### config.mk
export PLATFORM = sky130hd
export DESIGN_NAME = key_click_press_detector
export DESIGN_NICKNAME = d
export VERILOG_FILES = /design/src/rtl/kcpd_pkg.sv /design/src/rtl/key_click_press_detector.sv
export SDC_FILE = /design/constraint.sdc
export NUM_CORES = 1
export LEC_CHECK = 0
export BUFFER_PORTS_ARGS = -buffer_cell sky130_fd_sc_hd__clkbuf_2
export CELL_PAD_IN_SITES_DETAIL_PLACEMENT = 1
export CELL_PAD_IN_SITES_GLOBAL_PLACEMENT = 1
export CORE_MARGIN = 4
export CORE_UTILIZATION = 45
export DETAILED_ROUTE_END_ITERATION = 7
export PLACE_DENSITY_LB_ADDON = 0.1
export SYNTH_ARGS = -nofsm -noshare
export SYNTH_HDL_FRONTEND = slang
export SYNTH_SLANG_ARGS = --single-unit
export TNS_END_PERCENT = 1
### constraint.sdc
create_clock -name aclk -period 7.4 [get_ports aclk]
set_input_delay 0.74 -clock aclk [delete_from_list [all_inputs] [get_ports aclk]]
set_output_delay 0.74 -clock aclk [all_outputs]
set_load 0.05 [all_outputs]
### src/rtl/kcpd_pkg.sv
// Shared types and constants for the key click / press detector.
package kcpd_pkg;

    localparam int KEYS_MAX = 4;   // lanes carried on the ports
    localparam int CNT_W    = 16;  // press counter and threshold width
    localparam int CFG_IDX_W = 3;
    localparam int CFG_DATA_W = 16;
    localparam int KEYS_USE_W = 3;

    typedef enum logic [1:0] {
        MODE_OFF    = 2'd0,
        MODE_SINGLE = 2'd1,
        MODE_DOUBLE = 2'd2,
        MODE_LONG   = 2'd3
    } mode_t;

    // click phase codes
    localparam logic [1:0] PH_IDLE  = 2'd0;
    localparam logic [1:0] PH_FIRST = 2'd1;
    localparam logic [1:0] PH_DONE  = 2'd2;

    // configuration register indexes
    localparam logic [CFG_IDX_W-1:0] REG_THR0     = 3'd0;
    localparam logic [CFG_IDX_W-1:0] REG_THR1     = 3'd1;
    localparam logic [CFG_IDX_W-1:0] REG_THR2     = 3'd2;
    localparam logic [CFG_IDX_W-1:0] REG_THR3     = 3'd3;
    localparam logic [CFG_IDX_W-1:0] REG_POLARITY = 3'd4;
    localparam logic [CFG_IDX_W-1:0] REG_MODE     = 3'd5;
    localparam logic [CFG_IDX_W-1:0] REG_KEYS     = 3'd6;

endpackage

### src/rtl/key_click_press_detector.sv
// A tick's fire mask is registered in the output stage, or in the skid stage while
// the output is held. One tick word per cycle while the skid is empty; all lanes
// update in parallel from one register stage, with a one-word skid buffer so input
// keeps flowing while a result waits. Reset (aresetn low, synchronous) clears all
// counters, phases and config registers to zero and empties output and skid stages.
module key_click_press_detector #(
    parameter int NUM_KEYS = kcpd_pkg::KEYS_MAX
) (
    input  logic                              aclk,
    input  logic                              aresetn,
    input  logic                              s_valid,
    output logic                              s_ready,
    input  logic [kcpd_pkg::KEYS_MAX-1:0]     s_key_levels,
    output logic                              m_valid,
    input  logic                              m_ready,
    output logic [kcpd_pkg::KEYS_MAX-1:0]     m_fire_mask,
    input  logic                              cfg_valid,
    output logic                              cfg_ready,
    input  logic [kcpd_pkg::CFG_IDX_W-1:0]    cfg_index,
    input  logic [kcpd_pkg::CFG_DATA_W-1:0]   cfg_data
);
    import kcpd_pkg::*;

    logic [CNT_W-1:0]      thr_reg [NUM_KEYS];
    logic [KEYS_MAX-1:0]   polarity_reg;
    logic [2*KEYS_MAX-1:0] mode_word_reg;
    logic [KEYS_USE_W-1:0] keys_in_use_reg;

    logic [CNT_W-1:0] cnt_reg  [NUM_KEYS];
    logic [CNT_W-1:0] cnt_next [NUM_KEYS];
    logic [1:0]       ph_reg   [NUM_KEYS];
    logic [1:0]       ph_next  [NUM_KEYS];
    logic [KEYS_MAX-1:0] fire_next;

    logic                out_valid_reg;
    logic [KEYS_MAX-1:0] out_data_reg;
    logic                skid_valid_reg;
    logic [KEYS_MAX-1:0] skid_data_reg;

    logic s_accept;
    logic cfg_write;
    logic out_free;

    assign s_ready   = !skid_valid_reg;
    assign s_accept  = s_valid && s_ready;
    assign cfg_ready = 1'b1;
    assign cfg_write = cfg_valid && cfg_ready;
    assign out_free  = !out_valid_reg || m_ready;
    assign m_valid   = out_valid_reg;
    assign m_fire_mask = out_data_reg;

    // per-key lane update, all lanes independent
    always_comb begin
        logic [CNT_W-1:0] cnt;
        logic [CNT_W-1:0] thr;
        logic [1:0]       ph;
        logic             pressed;
        mode_t            mode;
        fire_next = '0;
        for (int k = 0; k < NUM_KEYS; k++) begin
            cnt     = cnt_reg[k];
            thr     = thr_reg[k];
            ph      = ph_reg[k];
            pressed = (s_key_levels[k] == polarity_reg[k]);
            mode    = mode_t'(mode_word_reg[2*k +: 2]);
            if ((KEYS_USE_W'(k) < keys_in_use_reg) && (mode != MODE_OFF)) begin
                if (pressed) begin
                    if (cnt < thr) begin
                        cnt = cnt + CNT_W'(1);
                    end
                    if (cnt >= thr) begin
                        unique case (mode)
                            MODE_LONG: fire_next[k] = 1'b1;
                            MODE_SINGLE: begin
                                if (ph == PH_IDLE) begin
                                    fire_next[k] = 1'b1;
                                    ph = PH_FIRST;
                                end
                            end
                            default: begin
                                if (ph == PH_FIRST) begin
                                    fire_next[k] = 1'b1;
                                    ph = PH_DONE;
                                end
                            end
                        endcase
                    end
                end else if (mode != MODE_DOUBLE) begin
                    cnt = '0;
                    ph  = PH_IDLE;
                end else begin
                    // release gap keeps counting only once armed
                    if (cnt < thr && ph != PH_IDLE) begin
                        cnt = cnt + CNT_W'(1);
                    end
                    if (cnt != '0 && cnt <= thr && ph == PH_IDLE) begin
                        ph = PH_FIRST;
                    end else if (cnt >= thr) begin
                        cnt = '0;
                        ph  = PH_IDLE;
                    end
                end
            end
            cnt_next[k] = cnt;
            ph_next[k]  = ph;
        end
    end

    // configuration and key state
    always_ff @(posedge aclk) begin
        if (!aresetn) begin
            polarity_reg    <= '0;
            mode_word_reg   <= '0;
            keys_in_use_reg <= '0;
            for (int k = 0; k < NUM_KEYS; k++) begin
                thr_reg[k] <= '0;
                cnt_reg[k] <= '0;
                ph_reg[k]  <= PH_IDLE;
            end
        end else begin
            if (cfg_write) begin
                unique case (cfg_index) inside
                    REG_THR0, REG_THR1, REG_THR2, REG_THR3: begin
                        for (int k = 0; k < NUM_KEYS; k++) begin
                            if (cfg_index == CFG_IDX_W'(k)) begin
                                thr_reg[k] <= cfg_data[CNT_W-1:0];
                            end
                        end
                    end
                    REG_POLARITY: polarity_reg    <= cfg_data[KEYS_MAX-1:0];
                    REG_MODE:     mode_word_reg   <= cfg_data[2*KEYS_MAX-1:0];
                    REG_KEYS:     keys_in_use_reg <= cfg_data[KEYS_USE_W-1:0];
                    default: ;
                endcase
            end
            if (s_accept) begin
                for (int k = 0; k < NUM_KEYS; k++) begin
                    cnt_reg[k] <= cnt_next[k];
                    ph_reg[k]  <= ph_next[k];
                end
            end
        end
    end

    // output register with one-word skid
    always_ff @(posedge aclk) begin
        if (!aresetn) begin
            out_valid_reg  <= 1'b0;
            skid_valid_reg <= 1'b0;
        end else begin
            if (out_free) begin
                if (skid_valid_reg) begin
                    out_valid_reg  <= 1'b1;
                    skid_valid_reg <= 1'b0;
                end else begin
                    out_valid_reg <= s_accept;
                end
            end else if (s_accept) begin
                skid_valid_reg <= 1'b1;
            end
        end
    end

    always_ff @(posedge aclk) begin
        if (out_free) begin
            out_data_reg <= skid_valid_reg ? skid_data_reg : fire_next;
        end
        if (!out_free && s_accept) begin
            skid_data_reg <= fire_next;
        end
    end

`ifndef SYNTH
    // skid only fills behind a held output word
    a_skid_behind_out: assert property (@(posedge aclk) disable iff (!aresetn)
        skid_valid_reg |-> out_valid_reg)
        else $error("skid word without output word");

    a_blocked_to_skid: assert property (@(posedge aclk) disable iff (!aresetn)
        (s_accept && !out_free) |=> skid_valid_reg)
        else $error("word accepted into stalled output was dropped");

    for (genvar g = 0; g < NUM_KEYS; g++) begin : g_ph_chk
        a_phase_legal: assert property (@(posedge aclk) disable iff (!aresetn)
            (ph_reg[g] == PH_IDLE || ph_reg[g] == PH_FIRST || ph_reg[g] == PH_DONE))
            else $error("illegal click phase");
    end
`endif

endmodule

# After elaboration in Yosys (flattened, before gate mapping)
# Memories as Yosys holds them, arrays and structs flattened.
# Index checks and enable logic that the tools add are counted.
[word_totals]
out_inout_bits = 7
mem_bits_ro = 0
n_memories = 3
word_cells = 263
input_bits = 28
ram_bits = 136
latchBits = 0
reg_bits = 25
[classes]
div_mod_pow = 0
shifts = 0
addsub = 4
order_cmp = 20
n_reduce_logical = 44
eq_ne = 26
n_bitwise = 13
mul = 0
muxes = 146
[memory_table]
columns = ["memory", "depth", "width", "rd", "rd_clocked_by_memory_dff", "wr", "line", "text"]
rows = [
  ["cnt_reg", 4, 16, 4, 0, 4, "key_click_press_detector.sv:29", "logic [CNT_W-1:0] cnt_reg [NUM_KEYS];"],
  ["thr_reg", 4, 16, 4, 0, 4, "key_click_press_detector.sv:24", "logic [CNT_W-1:0] thr_reg [NUM_KEYS];"],
  ["ph_reg", 4, 2, 4, 0, 4, "key_click_press_detector.sv:31", "logic [1:0] ph_reg [NUM_KEYS];"],
]
[op_table]
columns = ["operator", "n"]
rows = [
  ["16-bit two-way mux", 56],
  ["16-bit greater-or-equal comparator", 8],
  ["2-bit two-way mux", 36],
  ["16-bit by 1-bit adder with 16-bit output (second input constant)", 4],
  ["16-bit <= comparator", 4],
  ["16-bit less-than comparator", 4],
  ["16-bit nonzero test", 4],
  ["1-bit two-way mux", 45],
  ["1-bit logical AND", 18],
  ["2-bit by 1-bit equality test with 1-bit output (second input constant)", 8],
  ["2-bit one-hot mux with 2 select lines", 4],
  ["2-bit nonzero test", 8],
  ["1-bit bitwise OR", 12],
  ["3-bit equality test (second input constant)", 3],
  ["2-bit equality test (second input constant)", 4],
  ["2-bit logical NOT", 4],
  ["2-bit != test (second input constant)", 4],
  ["1-bit one-hot mux with 2 select lines", 4],
  ["3-bit by 2-bit equality test with 1-bit output (second input constant)", 2],
  ["1-bit by 3-bit less-than comparator with 1-bit output (first input constant)", 2],
  ["2-bit by 3-bit less-than comparator with 1-bit output (first input constant)", 2],
  ["2-bit AND reduction", 3],
  ["1-bit equality test", 4],
  ["4-bit two-way mux", 1],
  ["7 further kinds", 9],
]

# Logic depth before layout (Yosys ltp)
# An unclocked memory read counts as a cell.
[depth]
depth_word = 15
mapped_depth = 22
mapped_depth_nobuf = 20

# Worst setup path after synthesis
# Ideal clock, no wire load.
[synth_timing]
path_kind = "register -> register"
startpoint = "memory cnt_reg[3][13]"
endpoint = "register out_data_reg[3] (netlist: m_fire_mask[3]) (data pin)"
required_time_ns = 7.144
path_slack_ns = 2.618
path_stages_with_launch = 20
arrival_ns = 4.526
setup_ns = 0.256
synth_period_minus_slack_ns = 4.782
cell_sequence = "edfxtp_1 ha_1 a21o_1 a21o_1 a221o_1 a31oi_2 o21a_1 clkbuf_1 clkbuf_1 xnor2_1 ha_1 nand2b_1 a21o_1 a21o_1 a21o_1 a21o_1 a2111oi_0 o31a_1 o21ai_1 a31o_2"
[synth_lines]
columns = ["item", "line", "text"]
rows = [
  ["from (decl)", "key_click_press_detector.sv:29", ""],
  ["to (signal assigned)", "key_click_press_detector.sv:166", "out_data_reg <= skid_valid_reg ? skid_data_reg : fire_next;"],
  ["to (decl)", "key_click_press_detector.sv:36", "logic [KEYS_MAX-1:0] out_data_reg;"],
]

==> reports/qor.yml <==
run_status:
  status: "finished, final reports clean"
cts:
  clock_sinks: 161
  worstSkewPairLatency_ns: 0.45
  post_cts_buffers: 0
  hold_buffers: 0
  path_clk_slew_ns: 0.07
  cts_tree: "built"
  clockBufferDepth: 2
  cts-root-buf: "clkbuf_16"
  h-tree-depth: 4
  cts_buffers: 17
  ctsResizeCount: 0
global_routing:
  grt_max_degree: 35
  antenna_found_initial: 4
  grt_pass1_wl_mm: 74.4
  grt_usage_pct: 25.9
  grt-ovfl-total: 0
  use_met3_pct: 3.49
  busiest_layer: "met2"
  grt_util_met1_pct: 34.8
  grt_pass1_vias: 13400
  grt_use_met2_pct: 44.4
sta:
  fin_crit_ns: 5.80
  timing.setup.tns_ns: 0
  grt_setup_unrepaired: "no"
  setup_violations: 0
  max_slew_margin_pct: 16.7
  hold_viol: 0
  tightest_slew_ns: 1.24
  min_period_over_period_pct: 78.4
  fin_hold_ws_ns: 0.499
  clock_skew_ns: 0.0141
  fmax_mhz: 172
  drv_slew: 0
yosys:
  seq_area_frac_synth_pct: 31.3
  synth_top_family_by_area: "simple AND/OR/NAND/NOR gates"
  synth_edf_count: 144
  yosys_warnings: 0
  ys_types: 82
  syn_nets: 1906
  yosys.area_share.simple_pct: 22.4
  syn_inst: 1686
  async_flop_share_pct: 0
  synthXorXnorAreaFrac_pct: 7.99
  synth_seq_cells: 161
  synth.avg_cell_area_um2: 8.84
  synth_area_um2: 14900
  synth_ff_type: "edfxtp_1"
  synth_compound_area_share_pct: 15.8
  synth_mux_area_share_pct: 1.39
  synth_fa_ha_area_share_pct: 16.1
final_layout:
  multi_input_area_um2: 9530
  fillers: 3825
  drive_above_1_share_pct: 6.73
  seqCellArea_um2: 4660
  area_growth_pct: 7.88
  final_net_count: 1900
  final_cell_mix: "nand2_1 (196), ha_1 (192), edfxtp_1 (144)"
  fin_cells: 2136
  final_common_cell: "nand2_1"
pwr:
  vdd_drop_max_mv: 0.166
  swShare_pct: 31.6
  power.share.clock_pct: 36.3
  p_leak_nw: 6.83
  power_density_nw_per_um2: 162
  switchingPower_mw: 0.821
  power_mw: 2.60
  pwr-share-comb_pct: 21.4
  seq_power_share_pct: 42.3
  p_int_mw: 1.78
critical_path:
  max_stage_delay_ns: 0.62
  worst_path_max_delay_cell: "a21oi_1"
  worst_ep_required_time_ns: 7.58
  crit_path_end_kind: "flip-flop"
  crit_type: "reg2reg"
  cp-start-kind: "flip-flop"
  cp_cell_sequence: "ha_1, a41oi_1, o21ai_0, a221o_1, a31oi_2, and2_1, nand4_1, xor2_1, inv_1, ha_1, nand4_1, nor2_1, nand3_1, or3_1, o2111a_1, a21oi_1, buf_4, o21ai_0"
  crit_fanout: 13
  cp.arrival_ns: 5.98
floorplanning:
  die_area_um2: 36100
  die_h_um: 190
  top_level_ports: 35
  num_rows: 66
  core-area_um2: 32600
  die_w_um: 190
  start_util_pct: 45.7
placement:
  port-buffer-count: 33
  hpwl_mm: 35.9
  place.gp.congestion: 0.850
  placed_cells: 2103
routing:
  via_count: 12800
  routedWlPerCell_um: 21.8
  dr.pass1.iters: 5
  routed_wl_mm: 46.5
  drtIter0Drc: 685
  avgViaCountPerCell: 5.98
  drc_errors: 0
  ant_nets: 0
hold_path:
  hp-class: "reg2reg"
job:
  drv_cap: 0
==> power groups by stage <==
| stage | sequential [mW] | clock, mW | combinational [mW] |
|---|---|---|---|
| after detailed placement | 1.12 | 0 | 0.550 |
| final | 1.10 | 0.943 | 0.556 |
| after CTS | 1.10 | 0.952 | 0.556 |
| after global routing | 1.11 | 0.986 | 0.625 |
| after global placement | 1.12 | 0 | 0.527 |
| after floorplan | 1.09 | 0 | 0.395 |
==> Yosys cell counts, types with 4 or more instances <==
| library cell | n | share of area (%) |
|---|---|---|
| a2111oi_0 | 4 | 0.24 |
| a211oi_1 | 11 | 0.55 |
| a21boi_0 | 9 | 0.45 |
| a21o_1 | 57 | 2.9 |
| a21oi_1 | 56 | 1.9 |
| a221o_1 | 9 | 0.60 |
| a22o_1 | 16 | 0.94 |
| a31o_2 | 6 | 0.35 |
| a31oi_1 | 6 | 0.25 |
| a32oi_1 | 12 | 0.71 |
| a41oi_1 | 4 | 0.24 |
| and2_1 | 81 | 3.4 |
| and3_1 | 31 | 1.3 |
| and4_1 | 11 | 0.65 |
| buf_2 | 15 | 0.50 |
| clkbuf_1 | 57 | 1.4 |
| dfxtp_1 | 17 | 2.3 |
| edfxtp_1 | 144 | 29 |
| ha_1 | 192 | 16 |
| inv_1 | 112 | 2.8 |
| mux2_2 | 4 | 0.30 |
| mux2i_1 | 15 | 1.0 |
| nand2_1 | 196 | 4.9 |
| nand2b_1 | 23 | 0.97 |
| nand3_1 | 48 | 1.6 |
| nand4_1 | 55 | 2.3 |
| nor2_1 | 100 | 2.5 |
| nor2b_1 | 18 | 0.76 |
| nor3_1 | 32 | 1.1 |
| nor4_1 | 18 | 0.76 |
| nor4b_1 | 8 | 0.47 |
| o211ai_1 | 9 | 0.45 |
| o21a_1 | 16 | 0.81 |
| o21ai_0 | 40 | 1.3 |
| o21ai_1 | 24 | 0.81 |
| o22ai_1 | 4 | 0.17 |
| o31a_1 | 5 | 0.29 |
| o31ai_1 | 8 | 0.40 |
| o41ai_1 | 4 | 0.24 |
| or2_2 | 5 | 0.21 |
| or3_1 | 9 | 0.38 |
| xnor2_1 | 100 | 5.9 |
| xor2_1 | 36 | 2.1 |
==> cell type report <==
type / count / share of cell area (%)
Inverter: 113 / 2.64
Clock buffer: 21 / 2.93
Clock inverter: 11 / 0.786
Timing Repair Buffer: 52 / 1.91
Antenna cell: 1 / 0.0156
Sequential cell: 161 / 29.0
Multi-Input combinational cell: 1335 / 59.3
Tap cell: 442 / 3.44
==> per-layer routing <==
layer / routed length [µm] / share of wire [%]
met5: 26 / 0.056
met4: 915 / 2.0
met3: 1540 / 3.3
met2: 22500 / 48
met1: 21600 / 46
==> worst max-delay path: cells and delay by family, from the launching register on <==
kind | cells | cell delay, ns
AOI/OAI and AO/OA | 7 | 1.96
and+or+nand+nor | 6 | 1.79
adders and majority gates | 2 | 0.68
DFF | 1 | 0.52
buffers and inverters | 2 | 0.38
xor gates and xnor gates | 1 | 0.20
==> metrics by stage <==
stage	setup slack, ns	util, %	area [µm²]
after floorplan	2.62	-	14900
after global placement	1.81	47.5	15500
after detailed placement	1.67	47.5	15500
after CTS	1.60	49.3	16100
after global routing	1.04	49.3	16100
final	1.60	49.3	16100
==> worst paths after layout <==
path                            cells past startpoint        startpoint  slack [ns]               end
worst max-delay path                               18     cnt_reg[3][6]        1.60     cnt_reg[3][4]
worst min-delay path                                2  mode_word_reg[2]        0.50  mode_word_reg[2]
worst max register to register                     18     cnt_reg[3][6]        1.60     cnt_reg[3][4]
worst min register to register                      2  mode_word_reg[2]        0.50  mode_word_reg[2]
==> kinds of logic after synthesis <==
group | count (synthesis)
compound gates | 333
xor+xnor | 136
fa+ha+maj | 192
buf+inv | 190
flops | 161
mux | 20
other cells | 1
simple gates | 653
Note: power is estimated with default switching activity, not from simulation.
